**src/design/pnm_image_stream_decoder_unit_defines.svh**
```systemverilog
// Assertion macros used by the decoder back end (pnm_back).
// Each macro expects signals named clk and rst_n in the enclosing scope.
`ifndef PNM_IMAGE_STREAM_DECODER_UNIT_DEFINES_SVH
`define PNM_IMAGE_STREAM_DECODER_UNIT_DEFINES_SVH

// The consequent must hold in the same cycle as the antecedent.
`define PNM_ASSERT_IMPL(name, ante, cons, msg) \
  name: assert property (@(posedge clk) disable iff (!rst_n) (ante) |-> (cons)) \
    else $error(msg);

// The consequent must hold in the cycle after the antecedent.
`define PNM_ASSERT_NEXT(name, ante, cons, msg) \
  name: assert property (@(posedge clk) disable iff (!rst_n) (ante) |=> (cons)) \
    else $error(msg);

`endif

```
**src/design/pnm_pkg.sv**
```systemverilog
// Package for the PNM stream decoder: codes, constants and shared types.
// Depends on nothing; pnm_front, pnm_back and the top level import it.
`default_nettype none
package pnm_pkg;

  localparam int DEF_MAX_DIMENSION = 65535;
  localparam int DEF_IN_DEPTH      = 2;
  localparam int DEF_OUT_DEPTH     = 4;

  localparam logic [1:0] KIND_PIXEL  = 2'd0;
  localparam logic [1:0] KIND_HEADER = 2'd1;
  localparam logic [1:0] KIND_DONE   = 2'd2;
  localparam logic [1:0] KIND_ERROR  = 2'd3;

  localparam logic [2:0] ERR_NONE    = 3'd0;
  localparam logic [2:0] ERR_MAGIC   = 3'd1;
  localparam logic [2:0] ERR_FORMAT  = 3'd2;
  localparam logic [2:0] ERR_EARLY   = 3'd3;
  localparam logic [2:0] ERR_RANGE   = 3'd4;
  localparam logic [2:0] ERR_SAMPLE  = 3'd5;

  localparam logic [3:0] PH_MAGIC_P = 4'd0;
  localparam logic [3:0] PH_MAGIC_D = 4'd1;
  localparam logic [3:0] PH_WIDTH   = 4'd2;
  localparam logic [3:0] PH_HEIGHT  = 4'd3;
  localparam logic [3:0] PH_MAXVAL  = 4'd4;
  localparam logic [3:0] PH_SEP     = 4'd5;
  localparam logic [3:0] PH_PLAIN   = 4'd6;
  localparam logic [3:0] PH_RAW     = 4'd7;
  localparam logic [3:0] PH_DONE    = 4'd8;
  localparam logic [3:0] PH_ERROR   = 4'd9;

  localparam logic [7:0] CH_P     = 8'h50;
  localparam logic [7:0] CH_HASH  = 8'h23;
  localparam logic [7:0] CH_ZERO  = 8'h30;
  localparam logic [7:0] CH_NINE  = 8'h39;
  localparam logic [7:0] CH_ONE   = 8'h31;
  localparam logic [7:0] CH_SIX   = 8'h36;
  localparam logic [7:0] CH_SPACE = 8'h20;
  localparam logic [7:0] CH_TAB   = 8'h09;
  localparam logic [7:0] CH_LF    = 8'h0a;
  localparam logic [7:0] CH_CR    = 8'h0d;

  localparam logic [16:0] ACC_CAP   = 17'h1ffff;
  localparam logic [31:0] ARGB_BLACK = 32'hff000000;
  localparam logic [31:0] ARGB_WHITE = 32'hffffffff;
  localparam logic [7:0]  ALPHA      = 8'hff;

  typedef struct packed {
    logic [7:0] data;
    logic       eof;
    logic       is_digit;
    logic       is_ws;
  } pnm_item_t;

  typedef struct packed {
    logic [1:0]  kind;
    logic [31:0] argb;
    logic [15:0] width;
    logic [15:0] height;
    logic [2:0]  err;
    logic        last;
  } pnm_res_t;

endpackage
`default_nettype wire

```
**src/design/pnm_fifo.sv**
```systemverilog
// Small register FIFO with first-word fall-through output.
// Generic in width and depth; imports nothing.
`default_nettype none
module pnm_fifo #(
  parameter int WIDTH = 8,
  parameter int DEPTH = 2
) (
  input  wire logic             clk,
  input  wire logic             rst_n,
  input  wire logic             push,
  input  wire logic [WIDTH-1:0] wdata,
  output logic                  full,
  input  wire logic             pop,
  output logic [WIDTH-1:0]      rdata,
  output logic                  empty
);
  localparam int PW = (DEPTH > 1) ? $clog2(DEPTH) : 1;
  localparam int CW = $clog2(DEPTH + 1);

  logic [WIDTH-1:0] mem_r [DEPTH];
  logic [PW-1:0]    wr_ptr_r, rd_ptr_r;
  logic [CW-1:0]    count_r;
  logic             do_push, do_pop;

  assign full    = (count_r == CW'(DEPTH));
  assign empty   = (count_r == '0);
  assign do_push = push && !full;
  assign do_pop  = pop && !empty;
  assign rdata   = mem_r[rd_ptr_r];

  always_ff @(posedge clk) begin
    if (!rst_n) begin
      wr_ptr_r <= '0;
      rd_ptr_r <= '0;
      count_r  <= '0;
    end else begin
      if (do_push) begin
        wr_ptr_r <= (wr_ptr_r == PW'(DEPTH - 1)) ? '0 : wr_ptr_r + 1'b1;
      end
      if (do_pop) begin
        rd_ptr_r <= (rd_ptr_r == PW'(DEPTH - 1)) ? '0 : rd_ptr_r + 1'b1;
      end
      if (do_push && !do_pop) begin
        count_r <= count_r + 1'b1;
      end else if (do_pop && !do_push) begin
        count_r <= count_r - 1'b1;
      end
    end
  end

  always_ff @(posedge clk) begin
    if (do_push) begin
      mem_r[wr_ptr_r] <= wdata;
    end
  end
endmodule
`default_nettype wire

```
**src/design/pnm_front.sv**
```systemverilog
// Front end: accepts file bytes, classifies them and queues them.
// Depends on pnm_pkg and pnm_fifo.
`default_nettype none
module pnm_front import pnm_pkg::*; #(
  parameter int IN_DEPTH = DEF_IN_DEPTH
) (
  input  wire logic       clk,
  input  wire logic       rst_n,
  input  wire logic       in_push,
  input  wire logic [7:0] in_data_byte,
  input  wire logic       in_end_of_file,
  output logic            in_full,
  input  wire logic       item_pop,
  output pnm_item_t       item,
  output logic            item_empty
);
  pnm_item_t in_item;
  logic [$bits(pnm_item_t)-1:0] q_rdata;

  always_comb begin
    in_item.data     = in_data_byte;
    in_item.eof      = in_end_of_file;
    in_item.is_digit = (in_data_byte >= CH_ZERO) && (in_data_byte <= CH_NINE);
    in_item.is_ws    = (in_data_byte == CH_SPACE) || (in_data_byte == CH_TAB) ||
                       (in_data_byte == CH_LF) || (in_data_byte == CH_CR);
  end

  pnm_fifo #(.WIDTH($bits(pnm_item_t)), .DEPTH(IN_DEPTH)) u_queue (
    .clk   (clk),
    .rst_n (rst_n),
    .push  (in_push),
    .wdata (in_item),
    .full  (in_full),
    .pop   (item_pop),
    .rdata (q_rdata),
    .empty (item_empty)
  );

  assign item = pnm_item_t'(q_rdata);
endmodule
`default_nettype wire

```
**src/design/pnm_div.sv**
```systemverilog
// Restoring divider, one quotient bit per cycle, for sample rescaling.
// Depends on nothing.
`default_nettype none
module pnm_div (
  input  wire logic        clk,
  input  wire logic        rst_n,
  input  wire logic        start,
  input  wire logic [23:0] dividend,
  input  wire logic [15:0] divisor,
  output logic             busy,
  output logic [7:0]       quotient
);
  localparam int DW = 24;
  localparam int CW = $clog2(DW);

  logic [DW-1:0] quo_r;
  logic [15:0]   rem_r, div_r;
  logic [CW-1:0] cnt_r;
  logic          busy_r;
  logic [16:0]   rem_sh, rem_sub;
  logic          take;

  assign rem_sh  = {rem_r, quo_r[DW-1]};
  assign rem_sub = rem_sh - {1'b0, div_r};
  assign take    = (rem_sh >= {1'b0, div_r});

  always_ff @(posedge clk) begin
    if (!rst_n) begin
      busy_r <= 1'b0;
      cnt_r  <= '0;
    end else if (start) begin
      busy_r <= 1'b1;
      cnt_r  <= '0;
    end else if (busy_r) begin
      cnt_r <= cnt_r + 1'b1;
      if (cnt_r == CW'(DW - 1)) begin
        busy_r <= 1'b0;
      end
    end
  end

  always_ff @(posedge clk) begin
    if (start) begin
      quo_r <= dividend;
      rem_r <= '0;
      div_r <= divisor;
    end else if (busy_r) begin
      quo_r <= {quo_r[DW-2:0], take};
      rem_r <= take ? rem_sub[15:0] : rem_sh[15:0];
    end
  end

  assign busy     = busy_r;
  assign quotient = quo_r[7:0];
endmodule
`default_nettype wire

```
**src/design/pnm_back.sv**
```systemverilog
// Back end: header parser and sample sequencer, handling one byte at a time.
// Depends on pnm_pkg, pnm_div and the assertion macro header.
`default_nettype none
`include "pnm_image_stream_decoder_unit_defines.svh"
module pnm_back import pnm_pkg::*; #(
  parameter int MAX_DIMENSION = DEF_MAX_DIMENSION
) (
  input  wire logic      clk,
  input  wire logic      rst_n,
  input  wire pnm_item_t item,
  input  wire logic      item_empty,
  output logic           item_pop,
  output logic           res_push,
  output pnm_res_t       res,
  input  wire logic      res_full
);
  localparam logic [3:0] ST_IDLE = 4'd0;
  localparam logic [3:0] ST_DISP = 4'd1;
  localparam logic [3:0] ST_TAIL = 4'd2;
  localparam logic [3:0] ST_SAMP = 4'd3;
  localparam logic [3:0] ST_DIVW = 4'd4;
  localparam logic [3:0] ST_SCL  = 4'd5;
  localparam logic [3:0] ST_PIX  = 4'd6;
  localparam logic [3:0] ST_CPL  = 4'd7;
  localparam logic [3:0] ST_BIT  = 4'd8;
  localparam logic [3:0] ST_EOF1 = 4'd9;
  localparam logic [3:0] ST_EOF2 = 4'd10;
  localparam logic [3:0] ST_FIN  = 4'd11;

  localparam logic [1:0] CONT_TAIL = 2'd0;
  localparam logic [1:0] CONT_EOF1 = 2'd1;
  localparam logic [1:0] CONT_EOF2 = 2'd2;
  localparam logic [1:0] CONT_BIT  = 2'd3;

  logic [3:0]  state_r, state_nxt, phase_r, phase_nxt, bit_r, bit_nxt;
  logic [1:0]  fmt_r, fmt_nxt, ch_r, ch_nxt, cont_r, cont_nxt;
  logic        plain_r, plain_nxt, cmt_r, cmt_nxt, dseen_r, dseen_nxt;
  logic [16:0] acc_r, acc_nxt, samp_r, samp_nxt;
  logic [15:0] w_r, w_nxt, h_r, h_nxt, max_r, max_nxt, col_r, col_nxt, row_r, row_nxt;
  logic [7:0]  red_r, red_nxt, grn_r, grn_nxt, hold_r, hold_nxt;
  logic        bph_r, bph_nxt, wrap_r, wrap_nxt;
  pnm_item_t   cur_r, cur_nxt;
  logic [31:0] pix_r, pix_nxt;
  logic        pend_v_r, pend_v_nxt;
  pnm_res_t    pend_r, pend_nxt;

  logic        go, em_v, do_fin, div_start, div_busy, tok_phase, big;
  pnm_res_t    em;
  logic [3:0]  cont_state;
  logic [20:0] acc_mul;
  logic [2:0]  mag_k;
  logic [7:0]  quo, b;
  logic [16:0] col_inc, row_inc;
  logic [23:0] div_num;

  assign go        = !res_full;
  assign b         = cur_r.data;
  assign tok_phase = (phase_r == PH_WIDTH) || (phase_r == PH_HEIGHT) ||
                     (phase_r == PH_MAXVAL) || (phase_r == PH_PLAIN);
  assign acc_mul   = ({4'b0, acc_r} << 3) + ({4'b0, acc_r} << 1) + {17'b0, b[3:0]};
  assign mag_k     = 3'(b - CH_ONE);
  assign big       = acc_r[16] || ({15'b0, acc_r} > 32'(MAX_DIMENSION));
  assign col_inc   = {1'b0, col_r} + 17'd1;
  assign row_inc   = {1'b0, row_r} + 17'd1;
  assign div_num   = {samp_r[15:0], 8'b0} - {8'b0, samp_r[15:0]} + {9'b0, max_r[15:1]};

  always_comb begin
    case (cont_r)
      CONT_TAIL: cont_state = ST_TAIL;
      CONT_EOF1: cont_state = ST_EOF1;
      CONT_EOF2: cont_state = ST_EOF2;
      default:   cont_state = ST_BIT;
    endcase
  end

  pnm_div u_div (
    .clk      (clk),
    .rst_n    (rst_n),
    .start    (div_start),
    .dividend (div_num),
    .divisor  (max_r),
    .busy     (div_busy),
    .quotient (quo)
  );

  always_comb begin
    state_nxt = state_r;  phase_nxt = phase_r;  bit_nxt = bit_r;
    fmt_nxt = fmt_r;      ch_nxt = ch_r;        cont_nxt = cont_r;
    plain_nxt = plain_r;  cmt_nxt = cmt_r;      dseen_nxt = dseen_r;
    acc_nxt = acc_r;      samp_nxt = samp_r;    w_nxt = w_r;
    h_nxt = h_r;          max_nxt = max_r;      col_nxt = col_r;
    row_nxt = row_r;      red_nxt = red_r;      grn_nxt = grn_r;
    hold_nxt = hold_r;    bph_nxt = bph_r;      wrap_nxt = wrap_r;
    cur_nxt = cur_r;      pix_nxt = pix_r;
    em = '0;
    em_v = 1'b0;
    do_fin = 1'b0;
    div_start = 1'b0;
    item_pop = 1'b0;

    case (state_r)
      ST_IDLE: begin
        if (!item_empty) begin
          item_pop  = go;
          cur_nxt   = item;
          state_nxt = ST_DISP;
        end
      end
      ST_DISP: begin
        state_nxt = ST_EOF1;
        case (phase_r)
          PH_MAGIC_P: begin
            if (b == CH_P) begin
              phase_nxt = PH_MAGIC_D;
            end else begin
              em_v = 1'b1; em.kind = KIND_ERROR; em.err = ERR_MAGIC;
              phase_nxt = PH_ERROR;
            end
          end
          PH_MAGIC_D: begin
            if (b >= CH_ONE && b <= CH_SIX) begin
              plain_nxt = (mag_k < 3'd3);
              fmt_nxt   = (mag_k < 3'd3) ? mag_k[1:0] : 2'(mag_k - 3'd3);
              phase_nxt = PH_WIDTH;
            end else begin
              em_v = 1'b1; em.kind = KIND_ERROR; em.err = ERR_MAGIC;
              phase_nxt = PH_ERROR;
            end
          end
          PH_WIDTH, PH_HEIGHT, PH_MAXVAL, PH_PLAIN: begin
            if (cmt_r) begin
              if (b == CH_LF || b == CH_CR) begin
                cmt_nxt = 1'b0;
              end
            end else if (cur_r.is_digit) begin
              if (phase_r == PH_PLAIN && fmt_r == 2'd0) begin
                samp_nxt  = {13'b0, b[3:0]};
                cont_nxt  = CONT_EOF1;
                state_nxt = ST_SAMP;
              end else begin
                acc_nxt   = (acc_mul > {4'b0, ACC_CAP}) ? ACC_CAP : acc_mul[16:0];
                dseen_nxt = 1'b1;
              end
            end else if (dseen_r) begin
              if (phase_r == PH_PLAIN) begin
                samp_nxt  = acc_r;
                acc_nxt   = '0;
                dseen_nxt = 1'b0;
                cont_nxt  = CONT_TAIL;
                state_nxt = ST_SAMP;
              end else begin
                do_fin    = 1'b1;
                state_nxt = ST_TAIL;
              end
            end else begin
              state_nxt = ST_TAIL;
            end
          end
          PH_SEP: begin
            state_nxt = ST_TAIL;
          end
          PH_RAW: begin
            if (fmt_r == 2'd0) begin
              bit_nxt   = '0;
              wrap_nxt  = 1'b0;
              state_nxt = ST_BIT;
            end else if (max_r > 16'd255) begin
              if (!bph_r) begin
                hold_nxt = b;
                bph_nxt  = 1'b1;
              end else begin
                samp_nxt  = {1'b0, hold_r, b};
                bph_nxt   = 1'b0;
                cont_nxt  = CONT_EOF1;
                state_nxt = ST_SAMP;
              end
            end else begin
              samp_nxt  = {9'b0, b};
              cont_nxt  = CONT_EOF1;
              state_nxt = ST_SAMP;
            end
          end
          default: begin
            state_nxt = ST_EOF1;
          end
        endcase
      end
      ST_TAIL: begin
        state_nxt = ST_EOF1;
        if (phase_r == PH_SEP) begin
          if (cur_r.is_ws) begin
            em_v = 1'b1; em.kind = KIND_HEADER; em.width = w_r; em.height = h_r;
            phase_nxt = PH_RAW;
          end else begin
            em_v = 1'b1; em.kind = KIND_ERROR; em.err = ERR_FORMAT;
            phase_nxt = PH_ERROR;
          end
        end else if (tok_phase) begin
          if (b == CH_HASH) begin
            cmt_nxt = 1'b1;
          end else if (!cur_r.is_ws) begin
            em_v = 1'b1; em.kind = KIND_ERROR; em.err = ERR_FORMAT;
            phase_nxt = PH_ERROR;
          end
        end
      end
      ST_SAMP: begin
        if (samp_r > {1'b0, max_r}) begin
          em_v = 1'b1; em.kind = KIND_ERROR; em.err = ERR_SAMPLE;
          phase_nxt = PH_ERROR;
          state_nxt = cont_state;
        end else if (fmt_r == 2'd0) begin
          pix_nxt   = (samp_r != '0) ? ARGB_BLACK : ARGB_WHITE;
          state_nxt = ST_PIX;
        end else begin
          div_start = go;
          state_nxt = ST_DIVW;
        end
      end
      ST_DIVW: begin
        if (!div_busy) begin
          state_nxt = ST_SCL;
        end
      end
      ST_SCL: begin
        if (fmt_r == 2'd1) begin
          pix_nxt   = {ALPHA, quo, quo, quo};
          state_nxt = ST_PIX;
        end else if (ch_r == 2'd0) begin
          red_nxt   = quo;
          ch_nxt    = 2'd1;
          state_nxt = cont_state;
        end else if (ch_r == 2'd1) begin
          grn_nxt   = quo;
          ch_nxt    = 2'd2;
          state_nxt = cont_state;
        end else begin
          ch_nxt    = 2'd0;
          pix_nxt   = {ALPHA, red_r, grn_r, quo};
          state_nxt = ST_PIX;
        end
      end
      ST_PIX: begin
        em_v = 1'b1; em.kind = KIND_PIXEL; em.argb = pix_r;
        state_nxt = cont_state;
        if (col_inc >= {1'b0, w_r}) begin
          col_nxt  = '0;
          row_nxt  = row_inc[15:0];
          wrap_nxt = 1'b1;
          if (row_inc >= {1'b0, h_r}) begin
            state_nxt = ST_CPL;
          end
        end else begin
          col_nxt  = col_inc[15:0];
          wrap_nxt = 1'b0;
        end
      end
      ST_CPL: begin
        em_v = 1'b1; em.kind = KIND_DONE;
        phase_nxt = PH_DONE;
        state_nxt = cont_state;
      end
      ST_BIT: begin
        if (phase_r != PH_RAW || bit_r == 4'd8 || (bit_r != '0 && wrap_r)) begin
          state_nxt = ST_EOF1;
        end else begin
          pix_nxt   = b[3'(3'd7 - bit_r[2:0])] ? ARGB_BLACK : ARGB_WHITE;
          bit_nxt   = bit_r + 4'd1;
          cont_nxt  = CONT_BIT;
          state_nxt = ST_PIX;
        end
      end
      ST_EOF1: begin
        if (!cur_r.eof) begin
          state_nxt = ST_FIN;
        end else if (dseen_r && tok_phase) begin
          if (phase_r == PH_PLAIN) begin
            samp_nxt  = acc_r;
            acc_nxt   = '0;
            dseen_nxt = 1'b0;
            cont_nxt  = CONT_EOF2;
            state_nxt = ST_SAMP;
          end else begin
            do_fin    = 1'b1;
            state_nxt = ST_EOF2;
          end
        end else begin
          state_nxt = ST_EOF2;
        end
      end
      ST_EOF2: begin
        if (phase_r <= PH_MAGIC_D) begin
          em_v = 1'b1; em.kind = KIND_ERROR; em.err = ERR_MAGIC;
        end else if (phase_r != PH_DONE && phase_r != PH_ERROR) begin
          em_v = 1'b1; em.kind = KIND_ERROR; em.err = ERR_EARLY;
        end
        phase_nxt = PH_MAGIC_P;
        fmt_nxt = '0;   plain_nxt = 1'b0; cmt_nxt = 1'b0; dseen_nxt = 1'b0;
        acc_nxt = '0;   w_nxt = '0;       h_nxt = '0;     max_nxt = '0;
        col_nxt = '0;   row_nxt = '0;     ch_nxt = '0;    red_nxt = '0;
        grn_nxt = '0;   hold_nxt = '0;    bph_nxt = 1'b0;
        state_nxt = ST_FIN;
      end
      ST_FIN: begin
        state_nxt = ST_IDLE;
      end
      default: begin
        state_nxt = ST_IDLE;
      end
    endcase

    if (do_fin) begin
      acc_nxt   = '0;
      dseen_nxt = 1'b0;
      case (phase_r)
        PH_WIDTH, PH_HEIGHT: begin
          if (acc_r == '0) begin
            em_v = 1'b1; em.kind = KIND_ERROR; em.err = ERR_FORMAT;
            phase_nxt = PH_ERROR;
          end else if (big) begin
            em_v = 1'b1; em.kind = KIND_ERROR; em.err = ERR_RANGE;
            phase_nxt = PH_ERROR;
          end else if (phase_r == PH_WIDTH) begin
            w_nxt     = acc_r[15:0];
            phase_nxt = PH_HEIGHT;
          end else begin
            h_nxt = acc_r[15:0];
            if (fmt_r == 2'd0) begin
              max_nxt = 16'd1;
              col_nxt = '0; row_nxt = '0; ch_nxt = '0; bph_nxt = 1'b0;
              if (plain_r) begin
                em_v = 1'b1; em.kind = KIND_HEADER; em.width = w_r;
                em.height = acc_r[15:0];
                phase_nxt = PH_PLAIN;
              end else begin
                phase_nxt = PH_SEP;
              end
            end else begin
              phase_nxt = PH_MAXVAL;
            end
          end
        end
        PH_MAXVAL: begin
          if (acc_r == '0) begin
            em_v = 1'b1; em.kind = KIND_ERROR; em.err = ERR_FORMAT;
            phase_nxt = PH_ERROR;
          end else if (acc_r[16]) begin
            em_v = 1'b1; em.kind = KIND_ERROR; em.err = ERR_RANGE;
            phase_nxt = PH_ERROR;
          end else begin
            max_nxt = acc_r[15:0];
            col_nxt = '0; row_nxt = '0; ch_nxt = '0; bph_nxt = 1'b0;
            if (plain_r) begin
              em_v = 1'b1; em.kind = KIND_HEADER; em.width = w_r; em.height = h_r;
              phase_nxt = PH_PLAIN;
            end else begin
              phase_nxt = PH_SEP;
            end
          end
        end
        default: begin
          phase_nxt = phase_r;
        end
      endcase
    end

    pend_v_nxt = pend_v_r;
    pend_nxt   = pend_r;
    res_push   = 1'b0;
    res        = pend_r;
    res.last   = (state_r == ST_FIN);
    if (em_v) begin
      res_push   = go && pend_v_r;
      pend_nxt   = em;
      pend_v_nxt = 1'b1;
    end else if (state_r == ST_FIN) begin
      res_push   = go && pend_v_r;
      pend_v_nxt = 1'b0;
    end
  end

  always_ff @(posedge clk) begin
    if (!rst_n) begin
      state_r  <= ST_IDLE;
      phase_r  <= PH_MAGIC_P;
      fmt_r    <= '0;
      plain_r  <= 1'b0;
      cmt_r    <= 1'b0;
      dseen_r  <= 1'b0;
      acc_r    <= '0;
      w_r      <= '0;
      h_r      <= '0;
      max_r    <= '0;
      col_r    <= '0;
      row_r    <= '0;
      ch_r     <= '0;
      red_r    <= '0;
      grn_r    <= '0;
      hold_r   <= '0;
      bph_r    <= 1'b0;
      pend_v_r <= 1'b0;
    end else if (go) begin
      state_r  <= state_nxt;
      phase_r  <= phase_nxt;
      fmt_r    <= fmt_nxt;
      plain_r  <= plain_nxt;
      cmt_r    <= cmt_nxt;
      dseen_r  <= dseen_nxt;
      acc_r    <= acc_nxt;
      w_r      <= w_nxt;
      h_r      <= h_nxt;
      max_r    <= max_nxt;
      col_r    <= col_nxt;
      row_r    <= row_nxt;
      ch_r     <= ch_nxt;
      red_r    <= red_nxt;
      grn_r    <= grn_nxt;
      hold_r   <= hold_nxt;
      bph_r    <= bph_nxt;
      pend_v_r <= pend_v_nxt;
    end
  end

  always_ff @(posedge clk) begin
    if (go) begin
      cur_r  <= cur_nxt;
      samp_r <= samp_nxt;
      pix_r  <= pix_nxt;
      bit_r  <= bit_nxt;
      wrap_r <= wrap_nxt;
      cont_r <= cont_nxt;
      pend_r <= pend_nxt;
    end
  end

  `PNM_ASSERT_IMPL(a_idle_no_pending, state_r == ST_IDLE, !pend_v_r, "result pending while idle")
  `PNM_ASSERT_IMPL(a_div_only_waiting, div_busy, state_r == ST_DIVW, "divider busy outside wait")
  `PNM_ASSERT_IMPL(a_pix_phase, state_r == ST_PIX,
    phase_r == PH_PLAIN || phase_r == PH_RAW, "pixel outside image data")
  `PNM_ASSERT_NEXT(a_fin_to_idle, state_r == ST_FIN && go, state_r == ST_IDLE,
    "transaction end did not return to idle")
endmodule
`default_nettype wire

```
**src/design/pnm_image_stream_decoder_unit.sv**
```systemverilog
// PNM stream decoder top level: byte queue, decoder core, result queue.
// Use: push file bytes on the in_ channel (a transaction is in_push with in_full low),
// marking the last byte of a file with in_end_of_file. Results come out in order on
// the out_ channel while out_empty is low; a transaction completes with out_pop high.
// Each byte yields zero to nine results; last_of_run marks the final one of a byte.
// Processing: a byte passes through the byte queue, then the core handles it alone,
// taking no new byte until it is through with the last. A byte that completes a gray or
// color sample adds rescaling (a start, 24 serial divider steps and a handoff).
// A raw bitmap byte steps through the ST_BIT and ST_PIX states for each pixel it
// expands to, up to eight pixels per byte.
// Reset (rst_n low, synchronous) empties both queues and returns the parser to
// expecting a new file. The end-of-file byte also returns it to that state.
// When the receiver stalls, the result queue fills, the core holds, and the byte
// queue fills until in_full rises; nothing is lost.
// Depends on pnm_pkg, pnm_front, pnm_back and pnm_fifo.
`default_nettype none
module pnm_image_stream_decoder_unit import pnm_pkg::*; #(
  parameter int MAX_DIMENSION = DEF_MAX_DIMENSION,
  parameter int IN_DEPTH      = DEF_IN_DEPTH,
  parameter int OUT_DEPTH     = DEF_OUT_DEPTH
) (
  input  wire logic        clk,
  input  wire logic        rst_n,
  input  wire logic        in_push,
  output logic             in_full,
  input  wire logic [7:0]  in_data_byte,
  input  wire logic        in_end_of_file,
  output logic             out_empty,
  input  wire logic        out_pop,
  output logic [1:0]       out_kind,
  output logic [31:0]      out_argb,
  output logic [15:0]      out_image_width_out,
  output logic [15:0]      out_image_height_out,
  output logic [2:0]       out_error_code,
  output logic             out_last_of_run
);
  pnm_item_t item;
  logic      item_empty, item_pop, res_push, res_full;
  pnm_res_t  res, res_head;
  logic [$bits(pnm_res_t)-1:0] q_rdata;

  pnm_front #(.IN_DEPTH(IN_DEPTH)) u_front (
    .clk            (clk),
    .rst_n          (rst_n),
    .in_push        (in_push),
    .in_data_byte   (in_data_byte),
    .in_end_of_file (in_end_of_file),
    .in_full        (in_full),
    .item_pop       (item_pop),
    .item           (item),
    .item_empty     (item_empty)
  );

  pnm_back #(.MAX_DIMENSION(MAX_DIMENSION)) u_back (
    .clk        (clk),
    .rst_n      (rst_n),
    .item       (item),
    .item_empty (item_empty),
    .item_pop   (item_pop),
    .res_push   (res_push),
    .res        (res),
    .res_full   (res_full)
  );

  pnm_fifo #(.WIDTH($bits(pnm_res_t)), .DEPTH(OUT_DEPTH)) u_out_queue (
    .clk   (clk),
    .rst_n (rst_n),
    .push  (res_push),
    .wdata (res),
    .full  (res_full),
    .pop   (out_pop),
    .rdata (q_rdata),
    .empty (out_empty)
  );

  assign res_head             = pnm_res_t'(q_rdata);
  assign out_kind             = res_head.kind;
  assign out_argb             = res_head.argb;
  assign out_image_width_out  = res_head.width;
  assign out_image_height_out = res_head.height;
  assign out_error_code       = res_head.err;
  assign out_last_of_run      = res_head.last;
endmodule
`default_nettype wire
```
**config.mk**
```make
export PLATFORM = sky130hd
export DESIGN_NAME = pnm_image_stream_decoder_unit
export DESIGN_NICKNAME = d
export VERILOG_FILES = /design/src/design/pnm_pkg.sv /design/src/design/pnm_fifo.sv /design/src/design/pnm_front.sv /design/src/design/pnm_div.sv /design/src/design/pnm_back.sv /design/src/design/pnm_image_stream_decoder_unit.sv
export VERILOG_INCLUDE_DIRS = /design/src /design/src/design
export SDC_FILE = /design/constraint.sdc
export NUM_CORES = 1
export LEC_CHECK = 0
export BUFFER_PORTS_ARGS = -buffer_cell sky130_fd_sc_hd__buf_2
export CORE_ASPECT_RATIO = 2
export CORE_MARGIN = 5
export CORE_UTILIZATION = 47
export CTS_CLUSTER_DIAMETER = 40
export DETAILED_ROUTE_END_ITERATION = 7
export GPL_ROUTABILITY_DRIVEN = 0
export HOLD_SLACK_MARGIN = 0.05
export PLACE_DENSITY_LB_ADDON = 0.15
export SLEW_MARGIN = 20
export SYNTH_ARGS = -nofsm -noshare
export SYNTH_HDL_FRONTEND = slang
export SYNTH_SLANG_ARGS = --single-unit
export TNS_END_PERCENT = 10
```
**constraint.sdc**
```tcl
create_clock -name clk -period 7 [get_ports clk]
set_input_delay 1.75 -clock clk [delete_from_list [all_inputs] [get_ports clk]]
set_output_delay 1.75 -clock clk [all_outputs]
set_load 0.02 [all_outputs]
```
==> results.md, run 1 <==
GRT:
- After global routing the overflow that remains totals 0.
- The initial antenna violation count is 0.
- The via count of the first global-routing pass is 20,600.
- Global routing used 21.5% of the available tracks.
- The first global-routing pass estimated 117,000 microns of wire.
- The pin count of the biggest net entering global routing is 73.

Layout:
- Counting the fill cells in the layout gives 5,347.
- The layout overhead on the synthesized area is 10.6%.
- The count of nets after finishing is 2,754.
- Of the cells placed in the final design, the portion with a size suffix greater than 1 is 12.2%.
- In the final layout, the multi-input gates occupy 12,100 sq um.
- Registers take 16,500 sq um.
- The count of inserted antenna diode cells is 0.

Clock network:
- The clock reaches the later pin of the worst-skew pair after 630 ps.
- In this run, post-CTS repair resized a total of 0 instances.
- The total CTS buffers is 57.
- The clock passes through at most 3 buffers.
- The clock sink count is 608.
- The number of hold-repair buffers added at the cts stage is 0.
- The number of buffers inserted to repair setup after CTS is 0.
- Clock-pin slew was measured on the worst setup and hold paths at 60 ps.
- The CTS tree is done.
- The number of H-tree levels is 2.
- Clock tree synthesis selected as its root buffer the cell clkbuf_16.

Logic synthesis:
- The count of flip-flops with a built-in enable after synthesis is 435.
- Synthesis instantiated 85 different standard cells from the library.
- The cell area after synthesis is 29,600 sq um.
- The proportion of register bits with asynchronous set or reset after synthesis is 0%.
- Yosys printed 0 warnings.
- The sequential area share after synthesis is 55.8%.
- Among all flip-flop cells after synthesis, the most frequent one is edfxtp_1.
- Dividing the synthesized area by the synthesized cell count gives 11.7 sq um.
- The number of nets in the synthesized netlist is 2,702.
- The number of instances in the synthesized netlist is 2,527.
- The number of flip-flops and latches in the synthesized netlist is 608.

Critical path:
- The reg-to-reg endpoint is u_back.col_r[10].
- The reg2reg setup slack is 2500 ps.
- The kind of start point of the critical path is a flip-flop.
- For the worst setup path, the data required time is 5250 ps.
- For the worst setup path, the data arrival time is 2850 ps.
- Walking the worst path, the cells encountered are buf_4 > mux4_2 > buf_2.
- The endpoint class of the critical path is an output pin.
- The maximum net fanout on the critical path is 40.
- The slowest stage of the critical path is the dfxtp_4 cell.
- Counting cells, the worst reg-to-reg path comes to 16.
- The worst register-to-register path begins at u_back.col_r[0].
- In this design, the stage delay of the slowest critical-path cell is 870 ps.
- The critical path is of the flip-flop to output pin type.

STA:
- For this run, the top clock speed supported by timing is 217 MHz.
- The tightest hold path in the finished design has a slack of 466 ps.
- The final worst-path cycle share is 65.7%.
- The slew at the pin closest to its max-slew limit is 1050 ps.
- Setup violations remaining at the end of the flow were counted as 0.
- The max-slew violation total from the final report is 0.
- Setup repair after global routing left no endpoint under its margin.
- The hold violation count in the final report came to 0.
- The accumulated negative setup slack is 0 ps.
- The clock arrives with 25.1 ps of skew.
- Counting I/O delays and the setup requirement, the final critical path takes 4600 ps.
- The relative max-transition margin is 29.2%.

Hold path:
- The worst hold endpoint is u_back.hold_r[3].
- The min-delay analysis places its worst path in the category flip-flop to flip-flop.
- Counting instances, the worst hold path has a depth of 2.
- In this run the most critical hold path is launched from u_back.hold_r[3].

Detailed routing:
- The count of nets left with antenna violations once routing finished came out at 0.
- The average via count per standard cell is 5.82.
- Dividing the detail-routed wire length by the instance count gives 21.6 microns.
- Summing over every cut layer, the via total after detailed routing is 19,900.
- The routed wire length is 74,000 microns.
- In this run, the number of DRC markers left after iteration 0 of detailed routing was 1,185.
- The count of TritonRoute iterations in the first routing pass is 5.
- The DRC violation count after routing is 0.

Die:
- The die height is 365 microns.
- The number of top-level design ports is 85.
- The effective utilization at floorplan is 47.3%.
- The floorplan step defined a die boundary enclosing 68,400 sq um.
- The initialized floorplan defines 130 standard-cell rows.
- From left edge to right edge, the die measures 187 microns.
- The standard cell core area is 62,600 sq um.

Placement:
- The number of buffer cells added on primary ports is 84.
- Summed over all nets, the half-perimeter wirelength after detailed placement is 53,100 microns.

Power and ir drop:
- For this design the ratio of total power to cell area is 336 nW/um^2.
- In this run the static leakage power is 12.0 nW.
- VDD sags by at most 0.206 mV.

Run status:
- The run finished with clean final reports.

Flow run:
- The tool flagged a number of max-cap violations equal to 0.
layout make-up:
cell class | instances | area share, %
Multi-Input combinational cell | 1665 | 36.9
Inverter | 138 | 1.58
Clock inverter | 44 | 1.58
Sequential cell | 608 | 50.5
Timing Repair Buffer | 109 | 1.87
Clock buffer | 64 | 4.50
Tap cell | 792 | 3.03
synth_stat cells, types with 6 or more instances:
| library cell | instances | area, sq um |
|---|---|---|
| edfxtp_1 | 435 | 13100 |
| nand2_1 | 216 | 811 |
| dfxtp_1 | 173 | 3460 |
| nor2_1 | 165 | 619 |
| o21ai_0 | 155 | 776 |
| a21oi_1 | 153 | 766 |
| ha_1 | 150 | 1880 |
| inv_1 | 137 | 514 |
| nor2b_1 | 82 | 513 |
| clkbuf_1 | 66 | 248 |
| mux4_2 | 65 | 1460 |
| nand3_1 | 49 | 245 |
| a22oi_1 | 48 | 360 |
| xnor2_1 | 47 | 412 |
| and3_1 | 41 | 257 |
| and2_1 | 37 | 231 |
| xor2_1 | 36 | 315 |
| a21o_1 | 32 | 240 |
| a21boi_0 | 27 | 203 |
| nor3_1 | 26 | 130 |
| buf_2 | 24 | 120 |
| nand4_1 | 23 | 144 |
| a22o_1 | 21 | 184 |
| o21ai_1 | 20 | 100 |
| nand2b_1 | 18 | 113 |
| a211oi_1 | 15 | 113 |
| a31oi_1 | 15 | 93.8 |
| o21a_1 | 15 | 113 |
| buf_4 | 13 | 97.6 |
| o211ai_1 | 13 | 97.6 |
| buf_1 | 12 | 45.0 |
| fa_1 | 12 | 240 |
| mux2_2 | 12 | 135 |
| nor4_1 | 12 | 75.1 |
| a21boi_1 | 10 | 75.1 |
| or3_1 | 10 | 62.6 |
| or4_1 | 10 | 75.1 |
| a221o_1 | 9 | 90.1 |
| mux2i_1 | 9 | 90.1 |
| nor3b_1 | 7 | 52.6 |
| o21bai_1 | 6 | 45.0 |
logic make-up after synthesis:
| group | after synthesis | share of synthesized area [%] |
|---|---|---|
| buffers and inverters | 254 | 3.51 |
| AND/OR/NAND/NOR | 731 | 12.3 |
| flip-flops | 608 | 55.8 |
| XOR/XNOR | 83 | 2.46 |
| adder cells (fa/ha/maj) | 162 | 7.15 |
| multiplexers | 86 | 5.70 |
| AO/OA/AOI/OAI | 603 | 13.1 |
per-layer routing:
metal	part of all wire, %	vias up	track usage, %	wire (microns)
li1	-	9436	-	-
met2	53	571	40.1	39100
met3	4.4	215	2.91	3250
met4	7.1	0	13.3	5260
met1	36	9686	22.7	26400
met5	0	-	0	0
report_power, final:
part	total [W]	switching [W]	internal (W)	leakage [nW]
registers	0.00492	0.000550	0.00437	5.37
clock network	0.00325	0.00144	0.00181	0.960
logic	0.00282	0.00172	0.00111	5.68
cell usage in the layout (no fill, tap or decap), types with 58 or more instances in the layout:
| master | n |
|---|---|
| edfxtp_1 | 435 |
| nand2_1 | 216 |
| dfxtp_1 | 171 |
| nor2_1 | 165 |
| o21ai_0 | 155 |
| a21oi_1 | 152 |
| ha_1 | 150 |
| inv_1 | 137 |
| buf_2 | 83 |
| nor2b_1 | 82 |
| mux4_2 | 65 |
| clkbuf_16 | 58 |
worst max-delay path, delay by kind of cell (launching register included):
kind / cells / cell delay (ps)
buf+inv: 2 / 730
mux: 1 / 580
flops: 1 / 870
per-stage QoR:
step	util, %	power [W]	cell area, sq um	cells	setup WS (ps)
final	52.3	0.0110	32700	3420	2400
after CTS	52.3	0.0111	32700	3420	2250
after detailed placement	49.1	0.00781	30700	3312	2490
after floorplan	-	0.00681	29600	2527	1770
after global placement	49.1	0.00776	30700	3312	2530
after global routing	52.3	0.0115	32700	3420	2090
registers in the layout, indices dropped and copies added, names as in the netlist, 16 cells and up, named ones only:
register	cells
u_back.pix_r	24
u_out_queue.mem_r	252
u_back.h_r	16
u_back.u_div.quo_r	24
u_front.u_queue.mem_r	22
u_back.w_r	16
u_back.u_div.rem_r	16
u_back.acc_r	17
u_back.col_r	16
u_back.samp_r	17
u_back.u_div.div_r	16
u_back.res	62
u_back.max_r	16
u_back.row_r	16
worst max path at each step:
stage,start,to
6_report,flip-flop,out_image_height_out[11]
5_1_grt,u_back.col_r[0],u_back.col_r[10]
4_1_cts,flip-flop,out_error_code[1]
3_5_place_dp,u_back.state_r[1],u_out_queue.mem_r[2][57]
3_3_place_gp,u_back.samp_r[0],u_out_queue.mem_r[3][15]
2_1_floorplan,u_back.samp_r[6],u_back.res[10]
Note: power is estimated with default switching activity, not from simulation.
==> run 2, diff against run 1 <==
==> constraint.sdc (replaced) <==
create_clock -name clk -period 4.1 [get_ports clk]
set_input_delay 1.025 -clock clk [delete_from_list [all_inputs] [get_ports clk]]
set_output_delay 1.025 -clock clk [all_outputs]
set_load 0.02 [all_outputs]
==> run 2 against run 1 <==
  * Via count increased by 2.1%
  * Wire length increased by 1.1%
  * Flip-flop and latch count unchanged
  * Critical path depth increased by 15
  * Register-to-register slack got worse by 2200 ps
  * Combinational power increased by 86%
  * Power increased by 73%
  * First-iteration DRC count increased by 5.7%
  * Hold slack got worse by 17 ps
==> results.md, run 2 (synthesis results as in run 1) <==
Detailed routing:
- The DRC violation count after routing is 0.
- The routed wire length is 74,800 microns.
- The first detailed-routing pass took 7 iterations.
- The detail route stage leaves a number of antenna-violating nets equal to 0.
- In the routed layout, each cell is associated on average with a via count of 5.84.
- Dividing the detail-routed wire length by the instance count gives 21.5 microns.
- After the first detailed-routing iteration, the DRC count stood at 1,253.
- The routed layout has 20,300 vias.

Layout:
- The layout overhead on the synthesized area is 12.5%.
- The register with the most flip-flops is u_out_queue.mem_r.
- The register area is 16,500 sq um.
- The register with the most flip-flops in the layout has 252 of them.
- The filler cells instantiated in the layout total 5,360.
- In the final layout, the multi-input gates occupy 12,100 sq um.
- Once layout is complete, the cells apart from fillers number 3,480.
- The share of the core filled with cells is 53.2%.
- The count of nets after finishing is 2,814.
- Leaving out fill and tap cells, the most frequent cell in the layout is edfxtp_1.
- The library cells used most frequently in the layout, excluding fill and tap cells, are edfxtp_1, nand2_1, dfxtp_1.
- The layout cell share with drive strength beyond 1 is 14.2%.

Clock network:
- Buffers inserted during clock tree synthesis total 57.
- The maximum buffer depth of the clock tree is 3.
- TritonCTS built the clock tree.
- In this run, post-CTS hold repair placed 0 buffers.
- The tree is rooted in a clkbuf_16.
- The later pin in the worst-skew pair is clocked with a latency of 610 ps.
- Clock-pin slew was measured on the worst setup and hold paths at 70 ps.
- Clock tree synthesis found a total of 608 sinks.
- The number of setup buffers added after CTS is 0.
- The number of H-tree levels is 2.
- The number of instances resized during post-cts repair is 0.

STA:
- In the final timing run, aggregate negative setup slack is 0 ps.
- After layout, the minimum clock period comes to 3790 ps.
- The number of setup violations in the final report is 0.
- The slew at the pin closest to its max-slew limit is 1010 ps.
- The final worst-path cycle share is 92.5%.
- Setup repair after global routing left no endpoint under its margin.
- The least setup slack across all paths after layout is 307 ps.
- The relative max-transition margin is 32.5%.
- For this run, the top clock speed supported by timing is 264 MHz.
- The max-slew violation total from the final report is 0.
- Between clock sinks in the finished design, the worst skew comes to 21.4 ps.
- The tightest hold path in the finished design has a slack of 449 ps.
- The hold violation count in the final report came to 0.

GRT:
- The via count of the first global-routing pass is 21,100.
- Across every metal layer, demand over resource in global routing totals 21.6%.
- The initial antenna violation count came to 0.
- The wire length of the first global-routing pass is 117,000 microns.
- For this run the aggregate overflow at the end of global routing stands at 0.
- The pin count of the biggest net entering global routing is 94.

Critical path:
- The worst path buffer plus inverter count is 3.
- The kind of start point of the critical path is a flip-flop.
- In this run the critical register-to-register path is launched from u_back.col_r[4].
- The critical path goes through and3_1 > nand3_1 > nor2b_1 > and2_1 > xor2_1 > ha_1 > a21o_1 > a21o_1 > a2111oi_1 > buf_4 > o22ai_1 > a21oi_2 > o21ai_1 > nand2_2 > inv_2 > buf_4 > and2_1 > a22o_1.
- In this design, the largest share of critical-path delay is due to compound AO/OA/AOI/OAI gates.
- For this run, the slowest stage of the critical path takes 460 ps.
- Data on the critical path arrives at its endpoint at 4280 ps.
- The largest individual stage delay along the critical path comes from the cell a2111oi_1.
- The worst endpoint required time is 4590 ps.
- The worst setup path is captured at a flip-flop.
- By startpoint and endpoint, the worst setup path is classified as flip-flop to flip-flop.
- The maximum net fanout on the critical path is 8.
- Measured in cells, the most critical reg-to-reg path has a length of 18.
- The reg-to-reg endpoint is u_back.row_r[1].
- The reg2reg setup slack is 310 ps.

Power and ir drop:
- The worst-case IR drop observed on VDD is 0.390 mV.
- Summed over all cells, the static leakage comes to 12.4 nW.
- The power density normalized to cell area is 570 nW/um^2.

Hold path:
- The path class of the tightest hold or removal check is flip-flop to flip-flop.
- The worst hold path terminates at u_back.u_div.div_r[9].
- The startpoint of the most critical hold path is u_back.max_r[9].
- Along the worst hold path, the cell count comes to 0.

Placement:
- The number of buffer cells added on primary ports is 84.
- The worst setup slack after placement is 338 ps.
- Counting tap cells, the placed design contains a total of 3,372 instances.
- The detailed placement HPWL is 53,900 microns.

Die:
- Measured along the y axis, the die boundary spans 365 microns.
- The die covers 68,400 sq um.
- The effective utilization at floorplan is 47.3%.
- The floorplan step defined a core boundary enclosing 62,600 sq um.
- Measured along the x axis, the die boundary spans 187 microns.
- After floorplanning, the core was divided into 130 placement rows.
- The number of top-level design ports is 85.

Flow run:
- Across the run, the number of max-cap violations was 0.

Run status:
- The flow ran to the end, and the final reports show no timing, DRC or antenna violations.
## run 2: cell types whose count changed in the layout (fill, tap and decap cells not counted), sizes merged
cell	delta
inv	-5
diode	+1
buf	+60
clkinv	+2
bufinv	+1
clkinvlp	+1
## run 2: stage by stage
step | area, sq um | total power [W]
2_1_floorplan | 29600 | 0.0116
3_3_place_gp | 31300 | 0.0134
3_5_place_dp | 31300 | 0.0135
4_1_cts | 33300 | 0.0191
5_1_grt | 33300 | 0.0199
6_report | 33300 | 0.0190
## run 2: routing by layer
metal	vias up	track usage (%)	part of all wire [%]
li1	9584	-	-
met1	9905	22.9	36
met2	579	40.2	53
met3	264	2.87	4.1
met4	0	13.9	7.4
met5	-	0	0
## run 2: worst max path at each step
stage / from / to / slack (ps) / depth (start not counted)
5_1_grt: u_back.col_r[4] / u_back.row_r[12] / 10 / 19
4_1_cts: u_back.col_r[4] / u_back.row_r[1] / 300 / 18
3_3_place_gp: u_back.col_r[4] / u_back.row_r[1] / 370 / 18
6_report: u_back.col_r[4] / u_back.row_r[1] / 310 / 18
3_5_place_dp: u_back.row_r[0] / u_back.state_r[0] / 340 / 16
2_1_floorplan: u_back.samp_r[10] / u_back.pix_r[0] / -430 / 8
## run 2: report_power, final
group | total (W) | internal (W) | switching, W
Combinational | 0.00524 | 0.00207 | 0.00317
Sequential | 0.00817 | 0.00745 | 0.000720
Clock | 0.00557 | 0.00313 | 0.00243
Total | 0.0190 | 0.0127 | 0.00632
## run 2: cell type report
class / instances / share of cell area, %
tap: 792 / 2.97
sequential: 608 / 49.6
inverter: 138 / 1.55
antenna: 1 / 0.00751
clock inverter: 43 / 1.60
clock buffer: 64 / 4.39
multi-input combinational: 1665 / 36.3
timing repair buffer: 169 / 3.56
==> run 3, diff against run 2 <==
--- a/config.mk
+++ b/config.mk
@@ -10,6 +10,7 @@
 export CORE_ASPECT_RATIO = 2
 export CORE_MARGIN = 5
 export CORE_UTILIZATION = 47
+export CTS_BUF_LIST = sky130_fd_sc_hd__clkbuf_4 sky130_fd_sc_hd__clkbuf_8 sky130_fd_sc_hd__clkbuf_16
 export CTS_CLUSTER_DIAMETER = 40
 export DETAILED_ROUTE_END_ITERATION = 7
 export GPL_ROUTABILITY_DRIVEN = 0
==> run 3 against run 2 <==
  * Utilization barely moved
  * Setup slack improved by 8.8 ps
  * Clock power barely moved
  * Highest routed layer unchanged
==> results.md, run 3 (synthesis results as in run 1) <==
Detailed routing:
- Wires add up to 74,800 microns.
- The routed layout has 20,300 vias.
- The first routing iteration left 1,265 violations.
- The post-route antenna net violation count is 0.
- For this block, wires on met1 add up to 26,900 microns.
- Dividing the detail-routed via count by the number of cells gives 5.84.
- For this run, design rule violations remaining after detail routing come to 0.
- The average routed wire per standard cell is 21.5 microns.
- The met2 routed wirelength is 39,300 microns.
- The met3 wire length is 3070 microns.
- The uppermost layer routed is met4.
- The first detailed-routing pass took 5 iterations.

STA:
- The final period demand of the worst path is 3780 ps.
- Setup violations remaining at the end of the flow were counted as 0.
- Based on the critical path, the design can be clocked at up to 264 MHz.
- In the finished design, the share of the clock period the worst path needs comes to 92.3%.
- The max-slew violation total from the final report is 0.
- The relative max-transition margin is 33.3%.
- The slew at the pin closest to its max-slew limit is 997 ps.
- Setup repair after global routing left no endpoint under its margin.
- The hold violation count in the final report was 0.
- The clock skew after layout is 21.1 ps.

Critical path:
- STA classifies the critical path startpoint as a flip-flop.
- The worst endpoint required time is 4580 ps.
- In this run the worst path has a maximum fanout of 5.
- The worst register-to-register path begins at u_back.row_r[0].
- The reg2reg setup slack is 320 ps.
- The endpoint arrival time on the critical path is 4270 ps.
- The critical path starts at u_back.row_r[0].
- The startpoint-to-endpoint class of the critical path is flip-flop to flip-flop.
- The worst setup path is captured at a flip-flop.
- For the worst flop-to-flop path, the logic depth is 16.
- The worst register-to-register path ends at u_back.state_r[0].

Power and ir drop:
- The static leakage power is 12.4 nW.
- The design draws 0.0190 W.
- Across the VDD grid, the largest voltage drop is 0.391 mV.
- The power density normalized to cell area is 570 nW/um^2.

Layout:
- Of the cells placed in the final design, the portion with a size suffix greater than 1 is 14.4%.
- The count of nets after finishing is 2,814.
- The layout overhead on the synthesized area is 12.6%.
- The post-layout instance area is 33,300 sq um.
- The number of filler instances in the final layout is 5,357.
- u_out_queue.mem_r holds more flip-flops than any other register.
- The register with the most flip-flops in the layout has 252 of them.
- Leaving out fill and tap cells, the most frequent cells in the layout are edfxtp_1, nand2_1, dfxtp_1.
- The sequential cells in the finished layout cover a total of 16,500 sq um.
- The commonest non-fill, non-tap cell in the layout is edfxtp_1.
- 0 antenna diodes ended up in the layout.
- The total area of multi-input combinational cells is 12,100 sq um.

GRT:
- The total overflow left after global routing is 0.
- Entering global routing, the biggest net connects 94 pins.
- The total global-route track usage is 21.6%.
- The first global-routing pass estimated 117,000 microns of wire.
- The initial antenna violation count is 0.
- The via count of the first global-routing pass was 21,100.

Hold path:
- The path with the worst hold slack has its endpoint at u_back.u_div.div_r[9].
- The worst hold path belongs to the class flip-flop to flip-flop.
- The startpoint identified for the worst hold timing path is u_back.max_r[9].
- The cell count of the worst hold path is 0.

Die:
- The width of the chip is 187 microns.
- The effective utilization at floorplan is 47.3%.
- The die height is 365 microns.
- The standard cell core area is 62,600 sq um.
- The die area is 68,400 sq um.
- The number of top-level design ports is 85.
- The floorplan has 130 rows.

Placement:
- After detailed placement, the total cell area comes to 31,300 sq um.
- The wire-length estimate of the detail-placed layout is 53,900 microns.
- Input and output buffers added on the ports amount to 84.

Clock network:
- The clock passes through at most 3 buffers.
- CTS built an H-tree with a depth of 2.
- The number of hold buffers added after CTS was 0.
- TritonCTS built the clock tree.
- The clock reaches the later pin of the worst-skew pair after 610 ps.
- The total CTS buffers is 57.
- The clock-pin slew of the registers on the worst-case setup and hold paths is 70 ps.
- The master cell of the clock root buffer is clkbuf_16.
- For this design, the sink count on the clock tree is 608.

Run status:
- The run finished with clean final reports.

Flow run:
- The number of max-cap violations is 0.
[run 3: area by class of cell]
cell class / count / area share (%)
multi-input combinational: 1665 / 36.3
sequential: 608 / 49.6
clock inverter: 43 / 1.60
inverter: 138 / 1.55
tap: 792 / 2.97
clock buffer: 64 / 4.45
timing repair buffer: 169 / 3.56
[run 3: repair_timing]
action                     in CTS  in global routing
buffers inserted                0                  0
resized for setup               0                  2
setup endpoints to repair       0                 11
hold endpoints to repair        0                  0
[run 3: worst max path at each step]
stage,slack (ps),end,cells past startpoint
finish,320,u_back.state_r[0],16
global route,10,u_back.row_r[12],19
CTS,300,u_back.row_r[1],18
detailed placement,340,u_back.state_r[0],16
global placement,370,u_back.row_r[1],18
floorplan,-430,u_back.pix_r[0],8
[run 3: worst max-delay path, stage by stage (launching register included)]
cell	delay (ps)
dfxtp_1	400
ha_1	280
and3_1	270
nand3_1	170
or2_1	330
inv_1	80
nand3_1	140
nor2_1	180
nand3_1	110
xnor2_1	220
ha_1	300
a21o_1	170
a211oi_1	220
o211a_1	290
nor2b_1	110
a2111oi_1	280
o22ai_1	120
[run 3: power breakdown]
group / internal, W / switching [W]
clock network: 0.00317 / 0.00243
logic: 0.00207 / 0.00317
registers: 0.00745 / 0.000717
total: 0.0127 / 0.00632
[run 3: metrics by stage]
stage	worst slack, ps	TNS, ps	cells	util [%]	hold slack, ps
after floorplan	-433	-10400	2527	-	430
after global placement	373	0	3372	50.0	443
after detailed placement	338	0	3372	50.0	451
after CTS	303	0	3479	53.2	457
after global routing	12.4	0	3479	53.2	467
final	316	0	3479	53.2	450
[run 3: routing by layer]
layer	up-vias	GRT usage, %
met4	0	13.9
met5	-	0
li1	9575	-
met1	9889	22.9
met2	584	40.2
met3	272	2.87
